## src/hdl/uifp_pkg.sv

```systemverilog
// Shared types, codes and defaults for the UART receive FIFO packetizer.
package uifp_pkg;

   localparam int RING_DEPTH_DEF   = 64;
   localparam int PACKET_DEPTH_DEF = 128;

   localparam logic [7:0] IDLE_LIMIT_RESET = 8'd5;
   localparam logic [7:0] IDLE_TICKS_MAX   = 8'hFF;
   localparam logic [7:0] BYTE_ZERO        = 8'h00;

   // request commands
   localparam logic [2:0] CMD_RX_BYTE = 3'd0;
   localparam logic [2:0] CMD_DRAIN   = 3'd1;
   localparam logic [2:0] CMD_TICK    = 3'd2;
   localparam logic [2:0] CMD_READ    = 3'd3;
   localparam logic [2:0] CMD_CLEAR   = 3'd4;

   // result status codes
   localparam logic [1:0] ST_OK         = 2'd0;
   localparam logic [1:0] ST_FIFO_FULL  = 2'd1;
   localparam logic [1:0] ST_FIFO_EMPTY = 2'd2;
   localparam logic [1:0] ST_PKT_FULL   = 2'd3;

   // where the result byte comes from
   typedef enum logic [1:0] {
      SRC_NONE = 2'd0,
      SRC_RING = 2'd1,
      SRC_PKT  = 2'd2
   } src_type;

   typedef struct packed {
      logic [2:0] cmd;
      logic [7:0] rx_data;
      logic [6:0] read_index;
   } req_type;

   typedef struct packed {
      logic [7:0] out_byte;
      logic       byte_valid;
      logic [1:0] status;
      logic [7:0] packet_length;
      logic       packet_done;
      logic       fetch_active;
      logic [5:0] fifo_count;
   } rsp_type;

   // everything the result needs except the byte itself
   typedef struct packed {
      logic       pkt_wr;
      logic       byte_valid;
      src_type    src;
      logic [1:0] status;
      logic [7:0] packet_length;
      logic       packet_done;
      logic       fetch_active;
      logic [5:0] fifo_count;
   } meta_type;

endpackage

```

## src/hdl/uart_rx_fifo_idle_packetizer_top.sv

```systemverilog
// Top level of the UART receive FIFO with idle-timeout packet framing.
// A result passes through stage 1 and then the output register after acceptance.
// Throughput: one request per cycle unless the output stalls; one access per memory.
// A drained byte is written to the packet memory from stage 1, forwarded to reads.
// Reset is synchronous, clears pointers, counts, timer and pipeline; no memory sweep.
module uart_rx_fifo_idle_packetizer_top #(
   parameter int RING_DEPTH   = uifp_pkg::RING_DEPTH_DEF,
   parameter int PACKET_DEPTH = uifp_pkg::PACKET_DEPTH_DEF
) (
   input  logic              clock,
   input  logic              reset,
   input  logic              req_valid,
   output logic              req_stall,
   input  uifp_pkg::req_type req_data,
   output logic              rsp_valid,
   input  logic              rsp_stall,
   output uifp_pkg::rsp_type rsp_data,
   input  logic              csr_write_enable,
   input  logic [7:0]        csr_write_data
);

   localparam int RP_W = $clog2(RING_DEPTH);
   localparam int PA_W = (PACKET_DEPTH > 1) ? $clog2(PACKET_DEPTH) : 1;

   // idle limit register
   logic [7:0] idle_limit_ff;

   always_ff @(posedge clock) begin
      if (reset) begin
         idle_limit_ff <= uifp_pkg::IDLE_LIMIT_RESET;
      end else if (csr_write_enable) begin
         idle_limit_ff <= csr_write_data;
      end
   end

   // Handshake: stage 1 holds the decoded request while memory reads complete,
   // the output register holds the finished result. Stage 1 only stalls
   // when the output register is full and not being taken.
   logic accept, out_ready, s1_adv;
   logic s1_valid_ff, s1_valid_in;
   logic rsp_valid_ff, rsp_valid_in;

   assign out_ready = !rsp_valid_ff || !rsp_stall;
   assign s1_adv    = s1_valid_ff && out_ready;
   assign req_stall = s1_valid_ff && !out_ready;
   assign accept    = req_valid && !req_stall;

   assign s1_valid_in  = accept ? 1'b1 : (s1_adv ? 1'b0 : s1_valid_ff);
   assign rsp_valid_in = s1_adv ? 1'b1 : (out_ready ? 1'b0 : rsp_valid_ff);

   always_ff @(posedge clock) begin
      if (reset) begin
         s1_valid_ff  <= 1'b0;
         rsp_valid_ff <= 1'b0;
      end else begin
         s1_valid_ff  <= s1_valid_in;
         rsp_valid_ff <= rsp_valid_in;
      end
   end

   // State update happens at acceptance; memory reads are issued the same edge.
   logic               ring_wr_en, ring_rd_en, pkt_rd_en, pkt_wr_en;
   logic [RP_W-1:0]    ring_wr_addr, ring_rd_addr;
   logic [PA_W-1:0]    pkt_rd_addr, pkt_wr_addr;
   logic [7:0]         ring_rd_data, pkt_rd_data;
   uifp_pkg::meta_type meta;

   uifp_ctrl #(
      .RING_DEPTH   (RING_DEPTH),
      .PACKET_DEPTH (PACKET_DEPTH)
   ) u_ctrl (
      .clock        (clock),
      .reset        (reset),
      .accept       (accept),
      .req          (req_data),
      .idle_limit   (idle_limit_ff),
      .ring_wr_en   (ring_wr_en),
      .ring_wr_addr (ring_wr_addr),
      .ring_rd_en   (ring_rd_en),
      .ring_rd_addr (ring_rd_addr),
      .pkt_rd_en    (pkt_rd_en),
      .pkt_rd_addr  (pkt_rd_addr),
      .pkt_wr_addr  (pkt_wr_addr),
      .meta         (meta)
   );

   uifp_ring_mem #(
      .RING_DEPTH (RING_DEPTH)
   ) u_ring_mem (
      .clock   (clock),
      .wr_en   (ring_wr_en),
      .wr_addr (ring_wr_addr),
      .wr_data (req_data.rx_data),
      .rd_en   (ring_rd_en),
      .rd_addr (ring_rd_addr),
      .rd_data (ring_rd_data)
   );

   // stage 1 payload
   uifp_pkg::meta_type s1_meta_ff;
   logic [PA_W-1:0]    s1_pkt_addr_ff;

   always_ff @(posedge clock) begin
      if (accept) begin
         s1_meta_ff     <= meta;
         s1_pkt_addr_ff <= pkt_wr_addr;
      end
   end

   // The drained byte is stored while its request sits in stage 1. A repeated
   // write during a stall carries the same address and data.
   assign pkt_wr_en = s1_valid_ff && s1_meta_ff.pkt_wr;

   uifp_pkt_mem #(
      .PACKET_DEPTH (PACKET_DEPTH)
   ) u_pkt_mem (
      .clock   (clock),
      .wr_en   (pkt_wr_en),
      .wr_addr (s1_pkt_addr_ff),
      .wr_data (ring_rd_data),
      .rd_en   (pkt_rd_en),
      .rd_addr (pkt_rd_addr),
      .rd_data (pkt_rd_data)
   );

   // output register
   uifp_pkg::rsp_type rsp_ff, rsp_in;

   always_comb begin
      rsp_in.byte_valid    = s1_meta_ff.byte_valid;
      rsp_in.status        = s1_meta_ff.status;
      rsp_in.packet_length = s1_meta_ff.packet_length;
      rsp_in.packet_done   = s1_meta_ff.packet_done;
      rsp_in.fetch_active  = s1_meta_ff.fetch_active;
      rsp_in.fifo_count    = s1_meta_ff.fifo_count;
      case (s1_meta_ff.src)
         uifp_pkg::SRC_RING: rsp_in.out_byte = ring_rd_data;
         uifp_pkg::SRC_PKT:  rsp_in.out_byte = pkt_rd_data;
         default:            rsp_in.out_byte = uifp_pkg::BYTE_ZERO;
      endcase
   end

   always_ff @(posedge clock) begin
      if (s1_adv) begin
         rsp_ff <= rsp_in;
      end
   end

   assign rsp_valid = rsp_valid_ff;
   assign rsp_data  = rsp_ff;

`ifndef SYNTHESIS
   a_stall_needs_s1: assert property (@(posedge clock) disable iff (reset)
      req_stall |-> s1_valid_ff)
      else $error("request stalled with stage 1 empty");

   a_pkt_wr_needs_s1: assert property (@(posedge clock) disable iff (reset)
      s1_meta_ff.pkt_wr && !s1_valid_ff |=> !pkt_wr_en || s1_valid_ff)
      else $error("packet write issued without a request in stage 1");

   a_empty_no_byte: assert property (@(posedge clock) disable iff (reset)
      rsp_valid_ff && (rsp_ff.status == uifp_pkg::ST_FIFO_EMPTY) |-> !rsp_ff.byte_valid)
      else $error("empty FIFO drain reported a byte");

   a_done_closes: assert property (@(posedge clock) disable iff (reset)
      rsp_valid_ff && rsp_ff.packet_done |-> !rsp_ff.fetch_active)
      else $error("packet done while still gathering");

   a_s1_moves: assert property (@(posedge clock) disable iff (reset)
      s1_adv |=> rsp_valid_ff)
      else $error("stage 1 advanced but no result registered");
`endif

endmodule

```

## src/hdl/uifp_ring_mem.sv

```systemverilog
// Ring FIFO byte storage: one write port, one registered read port.
module uifp_ring_mem #(
   parameter int RING_DEPTH = uifp_pkg::RING_DEPTH_DEF,
   localparam int RP_W = $clog2(RING_DEPTH)
) (
   input  logic            clock,
   input  logic            wr_en,
   input  logic [RP_W-1:0] wr_addr,
   input  logic [7:0]      wr_data,
   input  logic            rd_en,
   input  logic [RP_W-1:0] rd_addr,
   output logic [7:0]      rd_data
);

   logic [7:0] mem [RING_DEPTH];
   logic [7:0] rd_data_ff;

   always_ff @(posedge clock) begin
      if (wr_en) begin
         mem[wr_addr] <= wr_data;
      end
   end

   always_ff @(posedge clock) begin
      if (rd_en) begin
         rd_data_ff <= mem[rd_addr];
      end
   end

   assign rd_data = rd_data_ff;

endmodule

```

## src/hdl/uifp_pkt_mem.sv

```systemverilog
// Packet byte storage with write-to-read forwarding on a same-address read.
module uifp_pkt_mem #(
   parameter int PACKET_DEPTH = uifp_pkg::PACKET_DEPTH_DEF,
   localparam int PA_W = (PACKET_DEPTH > 1) ? $clog2(PACKET_DEPTH) : 1
) (
   input  logic            clock,
   input  logic            wr_en,
   input  logic [PA_W-1:0] wr_addr,
   input  logic [7:0]      wr_data,
   input  logic            rd_en,
   input  logic [PA_W-1:0] rd_addr,
   output logic [7:0]      rd_data
);

   logic [7:0] mem [PACKET_DEPTH];
   logic [7:0] rd_data_ff;

   always_ff @(posedge clock) begin
      if (wr_en) begin
         mem[wr_addr] <= wr_data;
      end
   end

   // write lands this edge: forward it
   always_ff @(posedge clock) begin
      if (rd_en) begin
         if (wr_en && (wr_addr == rd_addr)) begin
            rd_data_ff <= wr_data;
         end else begin
            rd_data_ff <= mem[rd_addr];
         end
      end
   end

   assign rd_data = rd_data_ff;

endmodule

```

## src/hdl/uifp_ctrl.sv

```systemverilog
// Pointer, packet count and idle timer state with per-request decode.
module uifp_ctrl #(
   parameter int RING_DEPTH   = uifp_pkg::RING_DEPTH_DEF,
   parameter int PACKET_DEPTH = uifp_pkg::PACKET_DEPTH_DEF,
   localparam int RP_W = $clog2(RING_DEPTH),
   localparam int PA_W = (PACKET_DEPTH > 1) ? $clog2(PACKET_DEPTH) : 1
) (
   input  logic               clock,
   input  logic               reset,
   input  logic               accept,
   input  uifp_pkg::req_type  req,
   input  logic [7:0]         idle_limit,
   output logic               ring_wr_en,
   output logic [RP_W-1:0]    ring_wr_addr,
   output logic               ring_rd_en,
   output logic [RP_W-1:0]    ring_rd_addr,
   output logic               pkt_rd_en,
   output logic [PA_W-1:0]    pkt_rd_addr,
   output logic [PA_W-1:0]    pkt_wr_addr,
   output uifp_pkg::meta_type meta
);

   localparam int PC_W  = $clog2(PACKET_DEPTH + 1);
   localparam int FC_W  = (RP_W + 1 > 6) ? RP_W + 1 : 6;
   localparam int PL_W  = (PC_W > 8) ? PC_W : 8;
   localparam int CMP_W = (PC_W > 7) ? PC_W : 7;
   localparam int RA_W  = (PA_W > 7) ? PA_W : 7;

   logic [RP_W-1:0] wp_ff, wp_in, rp_ff, rp_in, wp_nxt, rp_nxt;
   logic [PC_W-1:0] count_ff, count_in;
   logic [7:0]      idle_ff, idle_in, idle_sat;
   logic            gath_ff, gath_in;
   logic            empty, full, ring_wr, ring_rd, pkt_rd;
   logic [RP_W:0]   fill;
   logic [FC_W-1:0] fill_ext;
   logic [PL_W-1:0] count_ext;
   logic [CMP_W-1:0] ridx_cmp, count_cmp;
   logic [RA_W-1:0] ridx_addr;

   assign wp_nxt = (wp_ff == RP_W'(RING_DEPTH - 1)) ? '0 : wp_ff + 1'b1;
   assign rp_nxt = (rp_ff == RP_W'(RING_DEPTH - 1)) ? '0 : rp_ff + 1'b1;
   assign empty  = (wp_ff == rp_ff);
   assign full   = (wp_nxt == rp_ff);
   assign idle_sat = (idle_ff == uifp_pkg::IDLE_TICKS_MAX) ? idle_ff : idle_ff + 8'd1;

   assign ridx_cmp  = CMP_W'(req.read_index);
   assign count_cmp = CMP_W'(count_ff);
   assign ridx_addr = RA_W'(req.read_index);

   always_comb begin
      wp_in    = wp_ff;
      rp_in    = rp_ff;
      count_in = count_ff;
      idle_in  = idle_ff;
      gath_in  = gath_ff;
      ring_wr  = 1'b0;
      ring_rd  = 1'b0;
      pkt_rd   = 1'b0;
      meta     = '0;
      meta.src = uifp_pkg::SRC_NONE;
      meta.status = uifp_pkg::ST_OK;
      case (req.cmd)
         uifp_pkg::CMD_RX_BYTE: begin
            if (full) begin
               meta.status = uifp_pkg::ST_FIFO_FULL;
            end else begin
               ring_wr = 1'b1;
               wp_in   = wp_nxt;
            end
         end
         uifp_pkg::CMD_DRAIN: begin
            if (empty) begin
               meta.status = uifp_pkg::ST_FIFO_EMPTY;
            end else begin
               ring_rd         = 1'b1;
               rp_in           = rp_nxt;
               meta.byte_valid = 1'b1;
               meta.src        = uifp_pkg::SRC_RING;
               if (count_ff < PC_W'(PACKET_DEPTH)) begin
                  meta.pkt_wr = 1'b1;
                  count_in    = count_ff + 1'b1;
               end else begin
                  meta.status = uifp_pkg::ST_PKT_FULL;
               end
               gath_in = 1'b1;
               idle_in = '0;
            end
         end
         uifp_pkg::CMD_TICK: begin
            if (gath_ff && empty) begin
               if (idle_sat >= idle_limit) begin
                  meta.packet_done = 1'b1;
                  gath_in = 1'b0;
                  idle_in = '0;
               end else begin
                  idle_in = idle_sat;
               end
            end
         end
         uifp_pkg::CMD_READ: begin
            // inside the store but past the length: valid, reads as zero
            if (ridx_cmp < CMP_W'(PACKET_DEPTH)) begin
               meta.byte_valid = 1'b1;
               if (ridx_cmp < count_cmp) begin
                  pkt_rd   = 1'b1;
                  meta.src = uifp_pkg::SRC_PKT;
               end
            end
         end
         uifp_pkg::CMD_CLEAR: begin
            count_in = '0;
         end
         default: begin
         end
      endcase
      fill = (wp_in >= rp_in) ? ({1'b0, wp_in} - {1'b0, rp_in})
                              : ({1'b0, wp_in} + (RP_W+1)'(RING_DEPTH) - {1'b0, rp_in});
      fill_ext  = FC_W'(fill);
      count_ext = PL_W'(count_in);
      meta.fifo_count    = fill_ext[5:0];
      meta.packet_length = count_ext[7:0];
      meta.fetch_active  = gath_in;
   end

   always_ff @(posedge clock) begin
      if (reset) begin
         wp_ff    <= '0;
         rp_ff    <= '0;
         count_ff <= '0;
         idle_ff  <= '0;
         gath_ff  <= 1'b0;
      end else if (accept) begin
         wp_ff    <= wp_in;
         rp_ff    <= rp_in;
         count_ff <= count_in;
         idle_ff  <= idle_in;
         gath_ff  <= gath_in;
      end
   end

   assign ring_wr_en   = accept & ring_wr;
   assign ring_wr_addr = wp_ff;
   assign ring_rd_en   = accept & ring_rd;
   assign ring_rd_addr = rp_ff;
   assign pkt_rd_en    = accept & pkt_rd;
   assign pkt_rd_addr  = ridx_addr[PA_W-1:0];
   assign pkt_wr_addr  = count_ff[PA_W-1:0];

endmodule

```

## config.mk

```make
export PLATFORM = sky130hd
export DESIGN_NAME = uart_rx_fifo_idle_packetizer_top
export DESIGN_NICKNAME = d
export VERILOG_FILES = /design/src/hdl/uifp_pkg.sv /design/src/hdl/uart_rx_fifo_idle_packetizer_top.sv /design/src/hdl/uifp_ring_mem.sv /design/src/hdl/uifp_pkt_mem.sv /design/src/hdl/uifp_ctrl.sv
export SDC_FILE = /design/constraint.sdc
export NUM_CORES = 2
export LEC_CHECK = 0
export BUFFER_PORTS_ARGS = -buffer_cell sky130_fd_sc_hd__buf_4
export CORE_UTILIZATION = 40
export CTS_CLUSTER_DIAMETER = 60
export DETAILED_ROUTE_END_ITERATION = 7
export HOLD_SLACK_MARGIN = 0.1
export PLACE_DENSITY_LB_ADDON = 0.3
export SLEW_MARGIN = 15
export SYNTH_ARGS = -nofsm -noshare
export SYNTH_HDL_FRONTEND = slang
export SYNTH_SLANG_ARGS = --single-unit
```

## constraint.sdc

```tcl
create_clock -name clock -period 4.3 [get_ports clock]
set_input_delay 0.215 -clock clock [delete_from_list [all_inputs] [get_ports clock]]
set_output_delay 0.215 -clock clock [all_outputs]
set_load 0.1 [all_outputs]
```

Yosys cells after proc, flatten, opt, wreduce, memory -nomap -nowiden
Memories as Yosys holds them, arrays and structs flattened. A register that Yosys moved wholly into a read port is not among the register bits.
Cells that the tools add are included.
{"block": "totals", "ff_bits": 95, "mem_bits_rw": 1536, "inputBits": 31, "elab_cells": 117, "memories": 2}
{"block": "classes", "addsub": 7, "magnitude_cmp": 5, "eq_ne": 13, "muxes": 45, "bitwise": 4, "reduce_logical": 17}
{"name": "u_pkt_mem.mem", "depth": 128, "width": 8, "rd": 1, "rd_ports_with_merged_regs": 1, "wr": 1, "line": "uifp_pkt_mem.sv:15", "source": "logic [7:0] mem [PACKET_DEPTH];"}
{"name": "u_ring_mem.mem", "depth": 64, "width": 8, "rd": 1, "rd_ports_with_merged_regs": 1, "wr": 1, "line": "uifp_ring_mem.sv:15", "source": "logic [7:0] mem [RING_DEPTH];"}
{"operator": "2-to-1 mux 8 bit", "n": 6}
{"operator": "one-hot mux 8 bit (2 select lines)", "n": 3}
{"operator": "2-to-1 mux 6 bit", "n": 7}
{"operator": "2-to-1 mux 1 bit", "n": 21}
{"operator": "adder 6 x 1 -> 6 bit, second input constant", "n": 3}
{"operator": "adder 8 x 1 -> 8 bit, second input constant", "n": 2}
{"operator": "equality test 6 bit", "n": 2}
{"operator": "equality test 6 bit, second input constant", "n": 2}
{"operator": "subtractor 6 bit", "n": 2}
{"operator": "equality test 8 bit, second input constant", "n": 1}
{"operator": "greater-or-equal comparator 8 bit", "n": 1}
{"operator": "< comparator 7 x 8 -> 1 bit", "n": 1}
{"operator": "< comparator 7 x 8 -> 1 bit, second input constant", "n": 1}
{"operator": "< comparator 8 bit, second input constant", "n": 1}
{"operator": "equality test 3 x 2 -> 1 bit, second input constant", "n": 2}
{"operator": "greater-or-equal comparator 6 bit", "n": 1}
{"operator": "2-to-1 mux 2 bit", "n": 3}
{"operator": "2-to-1 mux 3 bit", "n": 2}
{"operator": "one-hot mux 3 bit (2 select lines)", "n": 1}
{"operator": "nonzero test 2 bit", "n": 3}
{"operator": "logical AND 1 bit", "n": 5}
{"operator": "logical NOT 1 bit", "n": 4}
{"operator": "one-hot mux 2 bit (2 select lines)", "n": 1}
{"operator": "AND reduction 4 bit", "n": 1}
{"operator": "other kinds (13)", "n": 15}

Longest topological paths before layout
{"block": "logic_depth", "word_depth": 9, "mapped_depth": 15, "depth_no_buf": 15}

Modules after synthesis
From an unflattened synthesis, not the netlist that was laid out.
{"block": "hier_totals", "hier_cells": 3474, "area_unflattened_um2": 66351.1}
{"mod": "uifp_pkt_mem", "instances": 1, "cells_per_inst": 2027, "area_per_inst_um2": 40941.8}
{"mod": "uifp_ring_mem", "instances": 1, "cells_per_inst": 940, "area_per_inst_um2": 20246.9}
{"mod": "uifp_ctrl", "instances": 1, "cells_per_inst": 391, "area_per_inst_um2": 2966.6}
{"mod": "uart_rx_fifo_idle_packetizer_top", "instances": 1, "cells_per_inst": 116, "area_per_inst_um2": 2195.9}

Worst setup path after synthesis
Ideal clock, no wire load.
{"block": "synth_timing", "path_kind": "reg2reg", "from": "register u_ctrl.wp_ff[0], in the netlist u_ctrl.ring_wr_addr[0]", "to": "register s1_meta_ff, in the netlist rsp_in[5] (data pin)", "setup_ns": 0.258, "t_arrival_ns": 3.215, "required_ns": 4.042, "setup_slack_ns": 0.828, "path_stages_with_launch": 15, "path_cell_list": "dfxtp_1 -> ha_1 -> and2_1 -> a41oi_1 -> xor2_1 -> or3_1 -> nor3_2 -> nor2_1 -> mux2_2 -> ha_1 -> a21o_1 -> a21oi_1 -> o21ai_0 -> xor2_1 -> xnor2_1"}
{"element": "start: declaration", "line": "uifp_ctrl.sv:29", "source": "logic [RP_W-1:0] wp_ff, wp_in, rp_ff, rp_in, wp_nxt, rp_nxt;"}
{"element": "start signal: assignment", "line": "uifp_ctrl.sv:133", "source": "wp_ff <= wp_in;"}
{"element": "end signal: assignment", "line": "uart_rx_fifo_idle_packetizer_top.sv:105", "source": "s1_meta_ff <= meta;"}
{"element": "end: declaration", "line": "uart_rx_fifo_idle_packetizer_top.sv:100", "source": "uifp_pkg::meta_type s1_meta_ff;"}

==> key figures <==
Clocking
  • Buffers inserted by post-CTS timing repair: 0
  • Number of buffers inserted by hold repair at cts: 42
  • Clock root buffer: clkbuf_16
  • Skew-Pair Late Insertion Delay: roughly 0.8 ns
  • Depth of the CTS H-tree: 4
  • Clock transition at the registers of the reported paths: 0.06 ns
  • CTS tree: done
  • Num CTS Buffers: about 170
  • Total clock sinks: 1647
  • Bufs on Longest Clock Path: 3
  • Count of instances resized after the clock tree is built: 0

Power
  • Internal portion of total power: 0.0259 W
  • Proportion of total power due to net switching: a little over a fifth
  • Power per Cell Area: 438 nW/um2
  • Proportion of power drawn by combinational gates: 3.9%
  • Share of power burned in the clock network: 42.7%
  • Worst voltage drop across the vdd grid: 0.000394 V
  • NetSw: 0.00696 W
  • P_leak: 23.7 nW
  • Sequential share of power: 53.4%

Logic synthesis
  • Proportion of register bits with asynchronous set or reset after synthesis: 0%
  • Net count after synthesis: 3232
  • Post-synth cell types: between 60 and 70
  • Area fraction of the dominant cell type after synthesis: 74.1%
  • Yosys top cell by area: edfxtp_1
  • Most common library cells after synthesis: edfxtp_1, mux4_2, nor2_1
  • Share of synthesized area occupied by flip-flops and latches: 75.3%
  • Top cells by area in the synthesized netlist: edfxtp_1, mux4_2, mux2i_1
  • Count of mapped cells out of synthesis: ~3200
  • Total standard cell area after synthesis: 65100 um2
  • Synthesized flop and latch total: 1647
  • Synthesized area per cell: 20.5 um2
  • Number of flops mapped to enable cells by yosys: 1608
  • Flip-flop cell with the highest count after synthesis: edfxtp_1
  • Synth warnings: 0
  • Most frequently used cell type in the post-synthesis netlist: edfxtp_1

Timing
  • Period utilization: 91.4%
  • Setup Viol. Count Final: 0
  • Worst hold margin: 0.189 ns
  • Shortest period the worst path allows: around 3.9 ns
  • Measured slew at the worst slew-check pin: roughly 1.2 ns
  • Post-route setup slack: between 0.3 and 0.4 ns
  • Number of hold violations in the final report: 0
  • Relative slew slack: 17.0%
  • Max-slew violation total from the final report: 0
  • Setup skew after layout: 0.0590 ns
  • RSZ-0062 raised after global routing: false
  • Final-layout setup total negative slack: 0 ns
  • Max Freq: 0.254 GHz

Floorplanning
  • I/O pins: 60
  • Die Ht: 406 um
  • Placeable Area: 161000 um2
  • Initial core utilization: about two fifths
  • Die Wd: 406 um
  • Number of rows in the core area: approximately 150
  • Total Die Area: 164000 um2

Route
  • Final WL: 156000 um
  • Final routed wire length divided by cell count: 27.0 um
  • Post-route DRC violation count: 0
  • 1st-iter DRT viols: around 3000
  • Detail-routed via count per cell: 5.54
  • Pre-Repair DR Iteration Count: 7
  • Antenna-violating nets left: 0
  • Via count: 32000

Setup path
  • Startpoint kind of the worst setup timing path: flop
  • Critical Path AT: about 4.5 ns
  • Type of destination of the critical path: flop
  • WS Path Type: reg -> reg
  • Required time reported for the critical path endpoint: 4.83 ns
  • Max Fanout on Critical Path: 17

Finish
  • Area added between synthesis and finish: 15.2%
  • Final-stage net count: 3549
  • Proportion of layout cells with a drive suffix above 1: between 20% and 30%
  • Number of filler cells placed in the layout: 13400

Global routing
  • Met2 Track Usage GR: a little under a third
  • Vias in the first global route: ~33000
  • Global route total overflow: 0
  • Met3 Use GR: 3.46%
  • Most Crowded Layer GR: met2
  • GRT Total Usage: 19.1%
  • Initial antenna violation count: 4
  • Largest net degree at the start of global routing: 131
  • Global-route wire length before repair: ~230000 um
  • Met1 track demand over resource: a little over a quarter

Placed design
  • HPWL after detailed placement: about 95000 um
  • Count of buffers inserted at the top-level ports: 59
  • Final GP Congestion: about 0.8
  • Worst slack at placement: 0.446 ns

Worst hold path
  • Path category of the worst min-delay check: in -> reg

Run status
  • Status: complete, no violations

Flow run
  • Total of max-cap violations: 0
per-stage QoR:
step / util [%] / cells / total power [W] / area (um2)
final: 46.6 / 5785 / 0.0329 / 75100
after global routing: 46.6 / 5784 / 0.0338 / 75100
after CTS: 46.6 / 5784 / 0.0332 / 75100
after detailed placement: 43.0 / 5441 / 0.0192 / 69300
after global placement: 43.0 / 5441 / 0.0191 / 69300
after floorplan: - / 3175 / 0.0187 / 65100
routing by layer:
metal  share of wire (%)  vias to the layer above
met2                  49                     1067
met5               0.024                        -
met4                 2.7                        6
li1                    -                    13700
met1                  42                    17000
met3                 6.2                      238
worst paths after layout:
check	slack, ns	end	start	depth (start not counted)
setup / recovery	0.37	rsp_in[5]$_DFFE_PP_	u_ctrl.ring_wr_addr[2]$_SDFFE_PP0P_	13
hold / removal	0.19	u_pkt_mem.rd_data[2]$_DFFE_PP_	req_data[5]	4
setup reg to reg	0.37	rsp_in[5]$_DFFE_PP_	u_ctrl.ring_wr_addr[2]$_SDFFE_PP0P_	13
hold reg to reg	0.42	rsp_data[15]$_DFFE_PP_	rsp_in[15]$_DFFE_PP_	0
cell families (layout without fill, tap and decap cells):
group                    after synthesis  after routing  synth area share [%]
AO/OA/AOI/OAI                        221            221                  2.37
buffers and inverters                205            654                  1.58
flip-flops                          1647           1647                  75.3
adder cells (fa/ha/maj)               26             26                 0.511
other                                  0              1                     0
AND/OR/NAND/NOR                      506            506                  3.43
multiplexers                         536            536                  16.3
XOR/XNOR                              34             34                 0.457
layout by cell type, fill, tap and decap left out, drive strengths merged, types with 5 or more instances in the layout:
| cell | n |
|---|---|
| a211oi | 18 |
| a21o | 9 |
| a21oi | 44 |
| a221oi | 6 |
| a22o | 7 |
| a22oi | 28 |
| a31oi | 8 |
| a32oi | 6 |
| and2 | 7 |
| and3 | 6 |
| buf | 281 |
| bufinv | 10 |
| clkbuf | 221 |
| clkinv | 61 |
| clkinvlp | 6 |
| dfxtp | 39 |
| dlygate4sd3 | 42 |
| edfxtp | 1608 |
| ha | 25 |
| inv | 33 |
| mux2 | 5 |
| mux2i | 110 |
| mux4 | 421 |
| nand2 | 82 |
| nand2b | 14 |
| nand3 | 27 |
| nand4 | 8 |
| nand4b | 5 |
| nor2 | 293 |
| nor2b | 13 |
| nor3 | 23 |
| nor4 | 6 |
| o21ai | 31 |
| o221a | 5 |
| o221ai | 12 |
| o22ai | 15 |
| or3 | 7 |
| xnor2 | 20 |
| xor2 | 14 |
flip-flops by register name, summed over array words and instances, names as in the netlist:
name	flops
rsp_valid	1
s1_meta_ff	3
u_ctrl.count_cmp	8
u_ring_mem.mem	512
u_ctrl.gath_ff	1
u_pkt_mem.mem	1024
idle_limit_ff	8
rsp_data	27
s1_valid_ff	1
u_ctrl.ring_rd_addr	6
u_ring_mem.rd_data	8
u_ctrl.idle_ff	8
u_ctrl.ring_wr_addr	6
s1_pkt_addr_ff	7
u_pkt_mem.rd_data	8
rsp_in	19
area by class of cell:
class / instances / area [um2] / area share, %
Inverter: 30 / 113 / 0.150
Clock inverter: 80 / 870 / 1.16
Sequential cell: 1647 / 49100 / 65.4
Clock buffer: 221 / 4430 / 5.91
Tap cell: 2160 / 2700 / 3.60
Multi-Input combinational cell: 1323 / 15100 / 20.1
Antenna cell: 1 / 2.50 / 0.00333
Timing Repair Buffer: 323 / 2800 / 3.72
critical path: stages, from the launching register on:
cell and delay (ns):
dfxtp_1 0.73, nand3_1 0.28, or3_1 0.37, a21oi_1 0.21, xnor2_1 0.20, nor3_2 0.10, nor2_1 0.22, mux2_2 0.41
ha_1 0.27, a21o_1 0.18, a21oi_1 0.21, o21ai_0 0.15, xor2_1 0.19, xnor2_1 0.14
power by group through the flow:
stage	combinational (W)	clock [W]	sequential [W]
3_3_place_gp	0.00125	0	0.0179
4_1_cts	0.00130	0.0143	0.0176
5_1_grt	0.00136	0.0149	0.0175
6_report	0.00128	0.0140	0.0176
2_1_floorplan	0.000696	0	0.0180
3_5_place_dp	0.00126	0	0.0179
Note: power is estimated with default switching activity, not from simulation.
